$ cat src/rtl/bpiq_pkg.sv
// Shared constants, command and status codes, and control types of the buffer pool index queue.
package bpiq_pkg;

   localparam int NUM_BUFFERS = 16;
   localparam int IDX_W       = $clog2(NUM_BUFFERS);
   localparam int LINK_W      = IDX_W + 1;
   localparam int PTR_W       = IDX_W + 1;
   localparam int CMD_W       = 3;
   localparam int CNT_W       = 13;
   localparam int STATUS_W    = 2;
   localparam int TOTAL_W     = 32;

   localparam logic [CNT_W-1:0] MAX_BYTES = CNT_W'(4096);

   localparam logic [CMD_W-1:0] CMD_ALLOCATE = 3'd0;
   localparam logic [CMD_W-1:0] CMD_COMMIT   = 3'd1;
   localparam logic [CMD_W-1:0] CMD_PUBLISH  = 3'd2;
   localparam logic [CMD_W-1:0] CMD_RELEASE  = 3'd3;
   localparam logic [CMD_W-1:0] CMD_DELIVER  = 3'd4;

   localparam logic [STATUS_W-1:0] STATUS_OK        = 2'd0;
   localparam logic [STATUS_W-1:0] STATUS_NONE      = 2'd1;
   localparam logic [STATUS_W-1:0] STATUS_FULL      = 2'd2;
   localparam logic [STATUS_W-1:0] STATUS_BAD_INDEX = 2'd3;

   typedef struct packed {
      logic load;
      logic fetch;
      logic exec;
   } bpiq_cmd_type;

   typedef struct packed {
      logic req_deliver;
      logic rsp_busy;
   } bpiq_status_type;

   function automatic logic [CNT_W-1:0] clamp_len(input logic [CNT_W-1:0] n);
      return (n > MAX_BYTES) ? MAX_BYTES : n;
   endfunction

endpackage

$ cat src/rtl/bpiq_ctrl.sv
// Control state machine that sequences load, the second read of a deliver, and execute of each command.
module bpiq_ctrl import bpiq_pkg::*; (
   input  logic            clock,
   input  logic            reset,
   input  logic            req_valid,
   output logic            req_ready,
   input  bpiq_status_type dp_status,
   output bpiq_cmd_type    ctrl_cmd
);

   typedef enum logic [1:0] {
      S_IDLE,
      S_FETCH,
      S_EXEC
   } state_type;

   state_type state_ff;
   logic      ready_ff;

   assign req_ready      = ready_ff;
   assign ctrl_cmd.load  = req_valid & ready_ff;
   assign ctrl_cmd.fetch = (state_ff == S_FETCH);
   assign ctrl_cmd.exec  = (state_ff == S_EXEC) & ~dp_status.rsp_busy;

   always_ff @(posedge clock) begin
      if (reset) begin
         state_ff <= S_IDLE;
         ready_ff <= 1'b1;
      end else begin
         case (state_ff)
            S_IDLE: begin
               if (ctrl_cmd.load) begin
                  state_ff <= dp_status.req_deliver ? S_FETCH : S_EXEC;
                  ready_ff <= 1'b0;
               end
            end
            S_FETCH: begin
               state_ff <= S_EXEC;
            end
            S_EXEC: begin
               if (!dp_status.rsp_busy) begin
                  state_ff <= S_IDLE;
                  ready_ff <= 1'b1;
               end
            end
            default: begin
               state_ff <= S_IDLE;
               ready_ff <= 1'b1;
            end
         endcase
      end
   end

`ifndef NO_ASSERTIONS
   a_ready_only_idle: assert property (@(posedge clock) disable iff (reset)
      ready_ff |-> (state_ff == S_IDLE))
      else $error("request ready outside the idle state");

   a_deliver_fetches: assert property (@(posedge clock) disable iff (reset)
      (ctrl_cmd.load && dp_status.req_deliver) |=> ctrl_cmd.fetch)
      else $error("deliver transfer did not take the second read");

   a_fetch_then_exec: assert property (@(posedge clock) disable iff (reset)
      ctrl_cmd.fetch |=> (state_ff == S_EXEC))
      else $error("second read not followed by execute");
`endif

endmodule

$ cat config.mk
export PLATFORM = sky130hd
export DESIGN_NAME = bpiq_ctrl
export DESIGN_NICKNAME = d
export VERILOG_FILES = /design/src/rtl/bpiq_pkg.sv /design/src/rtl/bpiq_ctrl.sv
export SDC_FILE = /design/constraint.sdc
export NUM_CORES = 1
export LEC_CHECK = 0
export BUFFER_PORTS_ARGS = -buffer_cell sky130_fd_sc_hd__buf_2
export CAP_MARGIN = 25
export CORE_AREA = 2 2 39 41
export CTS_CLUSTER_DIAMETER = 200
export CTS_CLUSTER_SIZE = 25
export DETAILED_ROUTE_END_ITERATION = 8
export DIE_AREA = 0 0 41 43
export HOLD_SLACK_MARGIN = 0.15
export PLACE_DENSITY_LB_ADDON = 0.3
export SYNTH_ARGS = -nofsm -noshare
export SYNTH_HDL_FRONTEND = slang
export SYNTH_SLANG_ARGS = --single-unit
$ cat constraint.sdc
create_clock -name clock -period 0.8 [get_ports clock]
set_input_delay 0.08 -clock clock [delete_from_list [all_inputs] [get_ports clock]]
set_output_delay 0.08 -clock clock [all_outputs]
set_load 0.05 [all_outputs]
==> qor.yml, run 1 <==
status: "finished with violations"
violations: "negative setup slack"
synth_cells: 16
p_clk_share_pct: 36.4
ys_async_sr_fraction_pct: 0
cpMaxStageDelayCell: "dfxtp_4"
io_buffers: 8
synth_seq_cells: 3
power.leakage_uw: 0.0001740
max_freq_mhz: 986.6
dp_cells: 43
r2r_start: "state_ff[0]"
synth.most_common_cell: "dfxtp_1"
final_antenna_net_count: 0
swShare_pct: 32.32
clock-sinks: 3
syn_area_sq_um: 150.1
clock_latency_ns: 0.23
yosys_most_used_dff: "dfxtp_1"
period_needed_ns: 1.014
synth.largest_area_cell: "dfxtp_1"
worstSetupPathType: "reg2out"
io_pins: 9
grt_max_degree: 5
cts_root_buffer: "clkbuf_4"
r2r_slack_ns: -0.14
cts_hold_buf: 1
final.fill_count: 146
max-cap-violations: 0
crit_required_ns: 0.72
ys_seq_area_share_pct: 40.00
skew_ns: 0.001216
rr_worst_depth: 3
slew_viol_final: 0
holdPathEnd: "state_ff[1]"
setup_viol: 7
rows: 14
path_max_fanout: 3
hpwl_um: 330.9
wl_per_cell_um: 10.33
finalPower_uw: 745.4
netlist_top_cells_area: "dfxtp_1 40%, a221oi_2 10%, and4b_2 7.5%"
internal_power_uw: 504.5
vdd_drop_max_uv: 952.5
cts_tree: "done"
die_x_um: 41
synth_cell_types: 13
hp-class: "in2reg"
syn_area_per_cell_sq_um: 9.384
track_usage_pct: 8.617
worst_slack_ns: -0.2136
max_slew.worst_pin.slew_ns: 0.1706
comb_power_share_pct: 39.3
yosysWarnings: 0
hold_slack_ns: 0.1274
htreeDepth: 1
numCtsBuffers: 3
areaGrowthSynthToFinish_pct: 165.0
antenna_found_initial: 0
clk_pin_slew_ns: 0.04
synth_commonest_cells: "3 x dfxtp_1, 2 x nor2_1"
die_h_um: 43
slowest_delay_ns: 0.35
drc: 0
synthesis.nets: 21
start_util_pct: 10.85
arrival_ns: 0.93
coreArea_sq_um: 1384
rsz0062_at_grt: "true"
p_per_area_nw_per_um2: 1873
stdcell_count: 51
overflow: 0
fin_crit_sh_pct: 126.7
endpoint_kind: "output port"
gp_congestion: 0.6155
hold_viol: 0
viasPerCell: 3.745
cts_buffer_depth: 2
relSlewSlack_pct: 88.62
n_antenna_cell: 0
cp_cell_sequence: "nor3b_4, buf_6"
p_switching_uw: 240.9
routed_wirelength_um: 527
start_kind: "register"
synth_top_area_share_pct: 40.00
grt_pass1_vias: 219
drt_iter0_drc: 0
synth-edff-count: 0
drtPass1Iterations: 1
die-area_sq_um: 1763
seq_power_share_pct: 24.3
holdCritStartpoint: "dp_status[1]"
grt_pass1_wl_um: 924
r2r-end: "state_ff[1]"
nNetsFinal: 41
hold_depth: 3
via_count: 191
drive_gt1_share_pct: 82.86
## final cells by class
type,count,area (sq um),share of cell area (%)
clock buffer,4,26.28,6.604
timing repair buffer,15,142.6,35.85
multi-input combinational,12,136.4,34.28
sequential,3,68.82,17.30
tap,16,20.02,5.031
inverter,1,3.754,0.9434
## kinds of logic (layout without fill, tap and decap cells)
kind of cell	after synthesis	in the layout	share of synthesized area (%)
AO/OA/AOI/OAI	3	3	16.66
flip-flops	3	3	40.00
AND/OR/NAND/NOR	9	9	40.84
buffers and inverters	1	20	2.498
## worst max-delay path: cells and delay by family (launching register included)
| kind | cells | cell delay (ns) |
|---|---|---|
| and+or+nand+nor | 1 | 0.17 |
| buffers and inverters | 1 | 0.18 |
| DFF | 1 | 0.35 |
## stage by stage
step                area (sq um)  setup TNS, ns  utilization [%]  setup slack, ns
floorplan                  178.9        -0.6590                -          -0.2355
global route               397.9         -1.201            28.75          -0.2548
finish                     397.9        -0.9771            28.75          -0.2136
detailed placement         261.5        -0.3076            18.90         -0.09383
global placement           261.5        -0.2111            18.90         -0.06309
CTS                        387.9         -1.134            28.03          -0.2256
## metal layers
metal	GRT usage, %	share of wire (%)
met1	7.987	39
met2	11.88	48
met3	8.901	13
met4	4.000	0
met5	0	0
## how the worst max path moves through the flow
| stage | start | to | slack [ns] | cells past startpoint |
|---|---|---|---|---|
| floorplan | req_ready | state_ff[1] | -0.24 | 3 |
| global placement | state_ff[1] | ctrl_cmd[1] | -0.06 | 3 |
| detailed placement | state_ff[1] | ctrl_cmd[0] | -0.09 | 2 |
| CTS | state_ff[1] | ctrl_cmd[0] | -0.23 | 2 |
| global route | state_ff[1] | ctrl_cmd[0] | -0.25 | 2 |
| finish | state_ff[0] | ctrl_cmd[0] | -0.21 | 2 |
## repair_timing
action | CTS | global route
endpoints found under the setup margin | 7 | 7
resized for setup | 19 | 2
endpoints found under the hold margin | 1 | 1
pin swaps | 4 | 2
buffers inserted | 3 | 0
gates cloned | 0 | 0
## power by group through the flow
stage	registers [uW]	clock network [uW]	logic, uW
after floorplan	214	0	96.2
after global placement	182	0	188
after detailed placement	184	0	192
after CTS	180	283	284
after global routing	183	293	309
final	181	271	293
## cell usage in the layout, fill, tap and decap left out, types with 2 or more instances in the layout
cell | netlist | final
buf_6 | 0 | 6
buf_2 | 0 | 4
clkbuf_4 | 0 | 3
nand2b_4 | 0 | 2
buf_8 | 0 | 2
buf_4 | 0 | 2
dfxtp_4 | 0 | 2
## state kept, by name, summed over array words and instances (netlist names)
signal,cells
state_ff,2
req_ready,1
(Power assumes the default switching activity.)
==> run 2, diff against run 1 <==
--- a/config.mk
+++ b/config.mk
@@ -5,11 +5,11 @@
 export SDC_FILE = /design/constraint.sdc
 export NUM_CORES = 1
 export LEC_CHECK = 0
+export ABC_AREA = 1
 export BUFFER_PORTS_ARGS = -buffer_cell sky130_fd_sc_hd__buf_2
 export CAP_MARGIN = 25
 export CORE_AREA = 2 2 39 41
 export CTS_CLUSTER_DIAMETER = 200
-export CTS_CLUSTER_SIZE = 25
 export DETAILED_ROUTE_END_ITERATION = 8
 export DIE_AREA = 0 0 41 43
 export HOLD_SLACK_MARGIN = 0.15
==> run 2 against run 1 <==
Worst setup slack lost 0.0059 ns. Synthesized cell count is 50% higher. Largest cell class unchanged. Largest power group unchanged. Flip-flop and latch count unchanged. The run still ends with negative setup slack left. Cell area down 9.1%. Core utilization is 2.6 points lower. Combinational power up 34%. Clock skew increased by 0.00068 ns. Sequential share of layout area is 1.0 points higher. Sequential power rose by 22%. Clock power about the same. Area after synthesis grew 5.0%.
==> qor.yml, run 2 <==
period_needed_ns: 1.020
viasPerCell: 4.123
drc: 0
die_x_um: 41
io_buffers: 8
ys_async_sr_fraction_pct: 0
fin_crit_sh_pct: 127.4
track_usage_pct: 6.720
status: "finished with violations"
die-area_sq_um: 1763
yosysWarnings: 0
crit_required_ns: 0.72
synth.largest_area_cell: "dfxtp_1"
hold_depth: 3
io_pins: 9
rows: 14
die_h_um: 43
synthesis.nets: 29
synth_top_area_share_pct: 38.10
busiest_layer: "met2"
areaGrowthSynthToFinish_pct: 129.4
power.leakage_uw: 0.0001573
grt_pass1_wl_um: 779
overflow: 0
ys_seq_area_share_pct: 38.10
setup_viol: 7
place_ws_ns: -0.1397
synth_commonest_cells: "7 x nand2_1, 5 x inv_1, 3 x dfxtp_1"
clock-sinks: 3
slowest_delay_ns: 0.34
p_per_area_nw_per_um2: 2450
max_slew.worst_pin.slew_ns: 0.1417
fin_util_pct: 26.13
routed_wirelength_um: 474
arrival_ns: 0.94
slew_viol_final: 0
synth_cells: 24
synth_cell_types: 9
relSlewSlack_pct: 90.46
yosys_most_used_dff: "dfxtp_1"
path_buf_inv: 3
skew_ns: 0.001895
rr_worst_depth: 7
cp_top_family: "flip-flops"
grt.met2_usage_pct: 11.25
syn_area_per_cell_sq_um: 6.569
max_freq_mhz: 980.8
cpMaxStageDelayCell: "dfxtp_2"
violations: "negative setup slack"
finalInstanceArea_sq_um: 361.6
largest_register: "state_ff"
nNetsFinal: 47
hold_viol: 0
grtUsageMet1_pct: 6.090
synth.most_common_cell: "nand2_1"
grt.met3_usage_pct: 4.712
vdd_drop_max_uv: 1022
coreArea_sq_um: 1384
grt_pass1_vias: 219
gp_congestion: 0.7443
worstSetupPathType: "reg2out"
n_antenna_cell: 0
final_cell_mix: "4 x nand2_1, 4 x buf_2, 4 x buf_4"
drt_iter0_drc: 5
synth-edff-count: 0
grt_max_degree: 5
antenna_found_initial: 0
max-cap-violations: 0
synth_seq_cells: 3
worst_slack_ns: -0.2196
wl_per_cell_um: 8.316
start_util_pct: 11.39
start_kind: "register"
drtPass1Iterations: 4
dpl-instance-area_sq_um: 264.0
rsz0062_at_grt: "true"
largest_reg_flops: 2
final_antenna_net_count: 0
clock_latency_ns: 0.23
cts_root_buffer: "clkbuf_4"
via_count: 235
clk_pin_slew_ns: 0.04
path_max_fanout: 2
path_depth: 4
syn_area_sq_um: 157.7
cts_buffer_depth: 2
netlist_top_cells_area: "dfxtp_1 38%, nand2_1 17%, inv_1 12%"
hp-class: "in2reg"
cp_cell_sequence: "inv_2, nand2_2, clkinvlp_4, buf_6"
drive_gt1_share_pct: 70.73
hpwl_um: 312.2
htreeDepth: 1
endpoint_kind: "output port"
cts_tree: "done"
numCtsBuffers: 3
run 2: cell count changes in the layout (fill, tap and decap cells not counted), moves of 2 or more:
cell,delta
nand2_2,+2
buf_4,+2
clkinvlp_4,+2
buf_6,-4
nand2b_4,-2
nand3_2,+2
nand2_1,+4
run 2: metrics by stage:
stage | setup TNS, ns | std cells | hold WS [ns] | power [uW]
2_1_floorplan | -0.2051 | 24 | 0.1842 | 446.1
3_3_place_gp | -0.3786 | 49 | 0.3124 | 509.9
3_5_place_dp | -0.4258 | 49 | 0.3109 | 512.6
4_1_cts | -1.032 | 57 | 0.1186 | 895.5
5_1_grt | -1.315 | 57 | 0.1328 | 944.3
6_report | -0.9880 | 57 | 0.1264 | 886.1
run 2: cell type report:
cell class	instances	area, sq um
timing repair buffer	13	112.6
inverter	5	26.28
fill	161	1022
clock buffer	4	26.28
tap	16	20.02
sequential	3	66.31
multi-input combinational	16	110.1
run 2: report_power, final:
| group | total [uW] | leakage [uW] | switching (uW) | internal, uW |
|---|---|---|---|---|
| Combinational | 392 | 0.000117 | 227 | 166 |
| Clock | 273 | 0.0000150 | 85.8 | 187 |
| Sequential | 221 | 0.0000257 | 35.1 | 186 |
| Total | 886 | 0.000157 | 348 | 539 |
run 2: worst paths after layout:
check | startpoint | to | slack, ns
worst max-delay path | state_ff[1] | ctrl_cmd[1] | -0.22
worst min-delay path | dp_status[1] | state_ff[0] | 0.13
worst max register to register | state_ff[1] | req_ready | -0.15
worst min register to register | req_ready | req_ready | 0.50
run 2: logic make-up after synthesis:
family	count (synthesis)	synth area share (%)
and+or+nand+nor	14	43.65
buffers and inverters	5	11.91
DFF	3	38.10
AOI/OAI and AO/OA	2	6.349
run 2: worst register-to-register path: cells and delay by family, from the launching register on:
family,cells,cell delay [ns]
AND/OR/NAND/NOR,4,0.24
buffers and inverters,3,0.26
flip-flops,1,0.34
run 2: metal layers:
layer,part of all wire (%),vias up
met5,0,-
met4,0,0
met3,7.6,0
met2,49,9
met1,43,117
li1,-,109
run 2: what timing repair did:
item,CTS,global route
pin swaps,2,1
hold endpoints to repair,3,3
hold buffers,1,1
setup buffers,3,0
endpoints found under the setup margin,7,7
resized for setup,13,0
