==> config.mk <==
export PLATFORM = sky130hd
export DESIGN_NAME = bpiq_datapath
export DESIGN_NICKNAME = d
export VERILOG_FILES = /design/src/rtl/bpiq_pkg.sv /design/src/rtl/bpiq_datapath.sv
export SDC_FILE = /design/constraint.sdc
export NUM_CORES = 1
export LEC_CHECK = 0
export BUFFER_PORTS_ARGS = -buffer_cell sky130_fd_sc_hd__buf_4
export CORE_ASPECT_RATIO = 2
export CORE_UTILIZATION = 30
export DETAILED_ROUTE_END_ITERATION = 10
export SETUP_SLACK_MARGIN = 0.3
export SYNTH_ARGS = -nofsm -noshare
export SYNTH_HDL_FRONTEND = slang
export SYNTH_SLANG_ARGS = --single-unit
export TNS_END_PERCENT = 30
==> constraint.sdc <==
create_clock -name clock -period 4.81 [get_ports clock]
set_clock_uncertainty 0.05 [all_clocks]
set_input_delay 0.7215 -clock clock [delete_from_list [all_inputs] [get_ports clock]]
set_output_delay 0.7215 -clock clock [all_outputs]
set_load 0.005 [all_outputs]
==> src/rtl/bpiq_pkg.sv <==
// Shared constants, command and status codes, and control types of the buffer pool index queue.
package bpiq_pkg;

   localparam int NUM_BUFFERS = 16;
   localparam int IDX_W       = $clog2(NUM_BUFFERS);
   localparam int LINK_W      = IDX_W + 1;
   localparam int PTR_W       = IDX_W + 1;
   localparam int CMD_W       = 3;
   localparam int CNT_W       = 13;
   localparam int STATUS_W    = 2;
   localparam int TOTAL_W     = 32;

   localparam logic [CNT_W-1:0] MAX_BYTES = CNT_W'(4096);

   localparam logic [CMD_W-1:0] CMD_ALLOCATE = 3'd0;
   localparam logic [CMD_W-1:0] CMD_COMMIT   = 3'd1;
   localparam logic [CMD_W-1:0] CMD_PUBLISH  = 3'd2;
   localparam logic [CMD_W-1:0] CMD_RELEASE  = 3'd3;
   localparam logic [CMD_W-1:0] CMD_DELIVER  = 3'd4;

   localparam logic [STATUS_W-1:0] STATUS_OK        = 2'd0;
   localparam logic [STATUS_W-1:0] STATUS_NONE      = 2'd1;
   localparam logic [STATUS_W-1:0] STATUS_FULL      = 2'd2;
   localparam logic [STATUS_W-1:0] STATUS_BAD_INDEX = 2'd3;

   typedef struct packed {
      logic load;
      logic fetch;
      logic exec;
   } bpiq_cmd_type;

   typedef struct packed {
      logic req_deliver;
      logic rsp_busy;
   } bpiq_status_type;

   function automatic logic [CNT_W-1:0] clamp_len(input logic [CNT_W-1:0] n);
      return (n > MAX_BYTES) ? MAX_BYTES : n;
   endfunction

endpackage

==> src/rtl/bpiq_datapath.sv <==
// Datapath holding the free list, committed lengths, index ring, counters and response register.
module bpiq_datapath import bpiq_pkg::*; (
   input  logic                clock,
   input  logic                reset,
   input  bpiq_cmd_type        ctrl_cmd,
   output bpiq_status_type     dp_status,
   input  logic [CMD_W-1:0]    req_cmd,
   input  logic [IDX_W-1:0]    req_buffer_index,
   input  logic [CNT_W-1:0]    req_byte_count,
   output logic                rsp_valid,
   input  logic                rsp_ready,
   output logic [STATUS_W-1:0] rsp_status,
   output logic [IDX_W-1:0]    rsp_out_index,
   output logic [CNT_W-1:0]    rsp_out_length,
   output logic [TOTAL_W-1:0]  rsp_publish_ok_total,
   output logic [TOTAL_W-1:0]  rsp_publish_fail_total,
   output logic [TOTAL_W-1:0]  rsp_delivered_total
);

   logic [LINK_W-1:0]   free_next_ff [NUM_BUFFERS];
   logic [CNT_W-1:0]    committed_len_ff [NUM_BUFFERS];
   logic [IDX_W-1:0]    fifo_slots_ff [NUM_BUFFERS];

   logic [CMD_W-1:0]    cmd_ff;
   logic [IDX_W-1:0]    idx_ff;
   logic [CNT_W-1:0]    cnt_ff;
   logic [LINK_W-1:0]   link_rd_ff;
   logic [CNT_W-1:0]    len_rd_ff;
   logic [IDX_W-1:0]    slot_rd_ff;

   logic [LINK_W-1:0]   free_head_ff, free_head_in;
   logic [PTR_W-1:0]    wr_ptr_ff, wr_ptr_in;
   logic [PTR_W-1:0]    rd_ptr_ff, rd_ptr_in;
   logic [TOTAL_W-1:0]  ok_total_ff, ok_total_in;
   logic [TOTAL_W-1:0]  fail_total_ff, fail_total_in;
   logic [TOTAL_W-1:0]  dlv_total_ff, dlv_total_in;

   logic                rsp_valid_ff;
   logic [STATUS_W-1:0] status_ff, status_in;
   logic [IDX_W-1:0]    out_index_ff, out_index_in;
   logic [CNT_W-1:0]    out_length_ff, out_length_in;

   logic                link_we;
   logic [IDX_W-1:0]    link_waddr;
   logic                len_we;
   logic [IDX_W-1:0]    len_waddr;
   logic [CNT_W-1:0]    len_wdata;
   logic                slot_we;

   logic [PTR_W-1:0]    fifo_fill;
   logic                fifo_full;
   logic                fifo_empty;
   logic                idx_ok;

   assign fifo_fill  = wr_ptr_ff - rd_ptr_ff;
   assign fifo_full  = (fifo_fill >= PTR_W'(NUM_BUFFERS));
   assign fifo_empty = (wr_ptr_ff == rd_ptr_ff);
   assign idx_ok     = (LINK_W'(idx_ff) < LINK_W'(NUM_BUFFERS));

   assign dp_status.req_deliver = (req_cmd == CMD_DELIVER);
   assign dp_status.rsp_busy    = rsp_valid_ff & ~rsp_ready;

   always_comb begin
      free_head_in  = free_head_ff;
      wr_ptr_in     = wr_ptr_ff;
      rd_ptr_in     = rd_ptr_ff;
      ok_total_in   = ok_total_ff;
      fail_total_in = fail_total_ff;
      dlv_total_in  = dlv_total_ff;
      link_we       = 1'b0;
      link_waddr    = idx_ff;
      len_we        = 1'b0;
      len_waddr     = idx_ff;
      len_wdata     = clamp_len(cnt_ff);
      slot_we       = 1'b0;
      status_in     = STATUS_OK;
      out_index_in  = '0;
      out_length_in = '0;
      case (cmd_ff)
         CMD_ALLOCATE: begin
            if (free_head_ff >= LINK_W'(NUM_BUFFERS)) begin
               status_in = STATUS_NONE;
            end else begin
               out_index_in = free_head_ff[IDX_W-1:0];
               free_head_in = link_rd_ff;
               len_we       = 1'b1;
               len_waddr    = free_head_ff[IDX_W-1:0];
               len_wdata    = '0;
            end
         end
         CMD_COMMIT: begin
            if (!idx_ok) begin
               status_in = STATUS_BAD_INDEX;
            end else begin
               len_we = 1'b1;
            end
         end
         CMD_RELEASE: begin
            if (!idx_ok) begin
               status_in = STATUS_BAD_INDEX;
            end else begin
               link_we      = 1'b1;
               free_head_in = LINK_W'(idx_ff);
            end
         end
         CMD_PUBLISH: begin
            if (!idx_ok) begin
               status_in = STATUS_BAD_INDEX;
            end else begin
               len_we = (len_rd_ff == '0);
               if (fifo_full) begin
                  link_we       = 1'b1;
                  free_head_in  = LINK_W'(idx_ff);
                  fail_total_in = fail_total_ff + 1'b1;
                  status_in     = STATUS_FULL;
               end else begin
                  slot_we     = 1'b1;
                  wr_ptr_in   = wr_ptr_ff + 1'b1;
                  ok_total_in = ok_total_ff + 1'b1;
               end
            end
         end
         CMD_DELIVER: begin
            if (fifo_empty) begin
               status_in = STATUS_NONE;
            end else begin
               rd_ptr_in     = rd_ptr_ff + 1'b1;
               out_index_in  = slot_rd_ff;
               out_length_in = len_rd_ff;
               dlv_total_in  = dlv_total_ff + 1'b1;
               link_we       = 1'b1;
               link_waddr    = slot_rd_ff;
               free_head_in  = LINK_W'(slot_rd_ff);
            end
         end
         default: begin
         end
      endcase
   end

   always_ff @(posedge clock) begin
      if (reset) begin
         free_head_ff  <= '0;
         wr_ptr_ff     <= '0;
         rd_ptr_ff     <= '0;
         ok_total_ff   <= '0;
         fail_total_ff <= '0;
         dlv_total_ff  <= '0;
         for (int i = 0; i < NUM_BUFFERS; i++) begin
            free_next_ff[i]     <= LINK_W'(i + 1);
            committed_len_ff[i] <= '0;
         end
      end else if (ctrl_cmd.exec) begin
         free_head_ff  <= free_head_in;
         wr_ptr_ff     <= wr_ptr_in;
         rd_ptr_ff     <= rd_ptr_in;
         ok_total_ff   <= ok_total_in;
         fail_total_ff <= fail_total_in;
         dlv_total_ff  <= dlv_total_in;
         if (link_we) begin
            free_next_ff[link_waddr] <= free_head_ff;
         end
         if (len_we) begin
            committed_len_ff[len_waddr] <= len_wdata;
         end
      end
   end

   always_ff @(posedge clock) begin
      if (ctrl_cmd.exec && slot_we) begin
         fifo_slots_ff[wr_ptr_ff[IDX_W-1:0]] <= idx_ff;
      end
   end

   always_ff @(posedge clock) begin
      if (ctrl_cmd.load) begin
         cmd_ff     <= req_cmd;
         idx_ff     <= req_buffer_index;
         cnt_ff     <= req_byte_count;
         link_rd_ff <= free_next_ff[free_head_ff[IDX_W-1:0]];
         len_rd_ff  <= committed_len_ff[req_buffer_index];
         slot_rd_ff <= fifo_slots_ff[rd_ptr_ff[IDX_W-1:0]];
      end else if (ctrl_cmd.fetch) begin
         len_rd_ff <= committed_len_ff[slot_rd_ff];
      end
   end

   always_ff @(posedge clock) begin
      if (reset) begin
         rsp_valid_ff <= 1'b0;
      end else if (ctrl_cmd.exec) begin
         rsp_valid_ff <= 1'b1;
      end else if (rsp_ready) begin
         rsp_valid_ff <= 1'b0;
      end
   end

   always_ff @(posedge clock) begin
      if (ctrl_cmd.exec) begin
         status_ff     <= status_in;
         out_index_ff  <= out_index_in;
         out_length_ff <= out_length_in;
      end
   end

   assign rsp_valid              = rsp_valid_ff;
   assign rsp_status             = status_ff;
   assign rsp_out_index          = out_index_ff;
   assign rsp_out_length         = out_length_ff;
   assign rsp_publish_ok_total   = ok_total_ff;
   assign rsp_publish_fail_total = fail_total_ff;
   assign rsp_delivered_total    = dlv_total_ff;

`ifndef NO_ASSERTIONS
   a_fill_bounded: assert property (@(posedge clock) disable iff (reset)
      fifo_fill <= PTR_W'(NUM_BUFFERS))
      else $error("index ring holds more entries than buffers");

   a_head_bounded: assert property (@(posedge clock) disable iff (reset)
      free_head_ff <= LINK_W'(NUM_BUFFERS))
      else $error("free list head beyond the null link");

   a_rsp_from_exec: assert property (@(posedge clock) disable iff (reset)
      $rose(rsp_valid_ff) |-> $past(ctrl_cmd.exec))
      else $error("response raised without an executed command");
`endif

endmodule

==> results by group <==
Setup path
  • R2R Path End: committed_len_ff[3][1]
  • RR Startpoint: cmd_ff[1]
  • Startpoint Class: flip-flop
  • CP Cell Sequence: nor2b_1, a41oi_1, or3_1, o21ai_1, buf_4
  • Worst-path maximum fanout: 16
  • R2R depth: 5
  • CP Capture Type: flip-flop
  • CP required: 5.06 ns
  • Slowest CP cell: or3_1
  • CP Class: flip-flop to flip-flop
  • Reg2reg setup slack: 1.09 ns
  • Slowest stage delay, CP: 0.74 ns
  • Critical path arrival: 3.97 ns

Drt
  • Via count: 17100
  • Number of DRC markers in iteration 0: 1264
  • Wirelength per Cell: 26.0 um
  • Post-route antenna net violation count: 0
  • DRT Pass-1 Iters: 5
  • Via density: 5.44
  • Post-Route WL: 81500 um
  • Drt drc: 0

Clock tree
  • Total setup buffers inserted after CTS: 0
  • CTS resizes: 0
  • CTS Buf Count: 47
  • Hold buffer count at cts: 0
  • H-Tree Depth: 2
  • Clock tree buffer depth: 3
  • Clock-pin slew on the worst setup and hold paths: 0.07 ns
  • TritonCTS clock tree: yes
  • Root Buffer Master: clkbuf_16
  • Worst skew pair latency: 0.60 ns
  • # clock sinks: 525

STA
  • Final hold viol count: 0
  • Worst-Margin Slew: 1.11 ns
  • Final period utilization: 77.3%
  • WHS: 0.257 ns
  • Max_slew headroom: 25.4%
  • RSZ-0062 raised after global routing: false
  • Fmax: 269 MHz
  • Fin. max-slew vios: 0
  • Setup_tns: 0 ns
  • Final min period: 3.72 ns
  • Setup-failing EPs final: 0

Placement
  • Post-DP HPWL: 61000 um
  • Placed instance area: 27400 sq um
  • Dpl cells: 3048
  • Port buffer count: 143
  • RePlAce Congestion: 0.929

GRT
  • Total gr overflow: 0
  • Vias in the first global route: 17900
  • Initial antenna violation count: 2
  • GRT Overall Usage: 19.5%
  • Global-route wire length before repair: 119000 um
  • Pin count of the biggest net entering global routing: 71

Logic synthesis
  • Post-synth EDFFs: 413
  • Total of warnings raised by yosys: 0
  • Gate Count Post-Synth: 1909
  • Seq/Total Area, Yosys: 58.6%
  • Synthesized area per cell: 13.1 sq um
  • Flip-flop and latch count after synthesis: 525
  • Synth area leader: edfxtp_1
  • Synthesized area: 25000 sq um
  • Async S/R FF share, synth: 0%
  • Synth top area share: 49.6%
  • Largest cells by area after synthesis: edfxtp_1 50%, mux4_2 15%, dfxtp_1 9.0%, nor2_1 5.2%, nand2_1 1.7%
  • Synth Flop Type: edfxtp_1
  • Syn_nets: 1947
  • Post-synth cell types: 73

Layout
  • Register Area: 14600 sq um
  • Final Cell Area: 29000 sq um
  • Area occupied by multi-input gates: 9750 sq um
  • Fill cell count: 8068
  • Layout cells sized above 1: 24.1%
  • Area delta synth->final: 16.0%
  • Nets: 2078
  • Final cell count without fillers: 3136
  • Antenna cells: 0

Worst hold path
  • Worst Hold Depth: 1
  • Hold Crit Start: req_byte_count[12]
  • Hold Path Class: input port to flip-flop
  • Hold endpoint: cnt_ff[12]

Status
  • Outcome: completed

Power
  • Max VDD drop: 273 uV
  • Total Power: 9850 uW
  • Pwr Density: 340 nW/um^2
  • Leak: 0.00957 uW

Floorplanning
  • Rows: 149
  • Initial core utilization: 30.3%
  • Die width: 206 um
  • Chip Height: 410 um
  • Core footprint: 82400 sq um
  • # IOs: 144
  • Die Area: 84500 sq um

Run
  • Max Cap Violations: 0
## synth_stat cells, drive strengths merged, types with 3 or more instances
cell type,n
nand3,67
nor3,20
ha,12
nor2b,23
o21ai,60
o311ai,11
or4,9
buf,38
and4,8
nor3b,4
o211ai,7
nand2b,6
nand2,111
inv,22
o21a,6
mux4,162
o31ai,12
dfxtp,112
a41oi,3
clkbuf,93
o22ai,15
nor2,349
o41ai,13
xnor2,34
xor2,25
a21oi,26
edfxtp,413
a21o,17
mux2i,32
nand4,34
a211oi,10
and3,29
mux2,14
or3,20
nor4,27
or2,15
a2111oi,3
o31a,3
and2,23
## sequential cells by signal, summed over array words and instances (netlist names), 2 cells and up
register,cells
link_rd_ff,5
rsp_status,2
rd_ptr_ff,5
rsp_publish_fail_total,32
rsp_delivered_total,32
cnt_ff,13
rsp_out_index,4
idx_ff,4
rsp_out_length,13
len_rd_ff,13
free_head_ff,5
slot_rd_ff,4
fifo_slots_ff,64
wr_ptr_ff,5
free_next_ff,80
rsp_publish_ok_total,32
committed_len_ff,208
cmd_ff,3
## worst max path at each step
stage,from,end,slack (ns)
floorplan,rd_ptr_ff[1],free_next_ff[11][0],1.46
CTS,cmd_ff[1],committed_len_ff[3][1],1.17
global placement,cmd_ff[1],committed_len_ff[3][5],1.20
global route,cmd_ff[1],committed_len_ff[3][1],0.80
detailed placement,cmd_ff[1],committed_len_ff[9][4],1.16
finish,cmd_ff[1],committed_len_ff[3][1],1.09
## cell usage in the layout (no fill, tap or decap), drive strengths merged, types with 4 or more instances in the layout
cell type	Yosys	final
bufinv	0	4
nor3	20	20
o211ai	7	7
nor4	27	27
or3	20	20
ha	12	12
edfxtp	413	413
nand2	111	111
xor2	25	25
o41ai	13	13
nand4	34	34
a21o	17	17
nor2b	23	23
o21a	6	6
o31ai	12	12
a211oi	10	10
and4	8	8
and3	29	29
buf	38	213
o21ai	60	60
and2	23	23
clkbuf	93	57
xnor2	34	34
nand3	67	67
a21oi	26	26
mux2	14	14
dfxtp	112	112
nor2	349	349
or2	15	15
nor3b	4	4
mux4	162	162
clkinv	2	20
o22ai	15	15
nand2b	6	6
o311ai	11	11
mux2i	32	32
inv	22	25
or4	9	9
clkinvlp	0	6
## cell families (layout without fill, tap and decap cells)
| kind of cell | Yosys count | count (layout) | synth area share (%) |
|---|---|---|---|
| and+or+nand+nor | 752 | 752 | 14.4 |
| DFF | 525 | 525 | 58.6 |
| muxes | 208 | 208 | 16.5 |
| AOI/OAI and AO/OA | 198 | 198 | 5.37 |
| buffers and inverters | 155 | 325 | 2.46 |
| xor gates and xnor gates | 59 | 59 | 2.10 |
| adders and majority gates | 12 | 12 | 0.601 |
## layer usage
metal / wire (um) / track usage (%) / vias to the layer above
li1: - / - / 7516
met1: 24400 / 17.9 / 8602
met2: 44900 / 36.5 / 677
met3: 4130 / 2.87 / 263
met4: 8040 / 16.8 / 4
met5: 28 / 0 / -
## final cells by class
| class | instances | area share (%) |
|---|---|---|
| Sequential cell | 525 | 50.5 |
| Multi-Input combinational cell | 1229 | 33.6 |
| Clock buffer | 57 | 4.47 |
| Tap cell | 1057 | 4.56 |
| Timing Repair Buffer | 213 | 5.56 |
| Clock inverter | 31 | 0.988 |
| Inverter | 24 | 0.311 |
## worst max-delay path: cells and delay by family (launching register included)
| kind | cells | cell delay, ns |
|---|---|---|
| flip-flops | 1 | 0.72 |
| buffers and inverters | 1 | 0.27 |
| AND/OR/NAND/NOR | 2 | 1.38 |
| AO/OA/AOI/OAI | 2 | 0.99 |
## power breakdown
part | switching, uW | total, uW | internal, uW
clock network | 1790 | 3940 | 2160
logic | 494 | 784 | 290
registers | 104 | 5120 | 5020
total | 2380 | 9850 | 7460
## metrics by stage
step,setup WS (ns),util [%]
global placement,1.20,33.3
global route,0.798,35.2
detailed placement,1.16,33.3
floorplan,1.46,-
finish,1.09,35.2
CTS,1.17,35.2
Power figures use the tool's default switching activity.
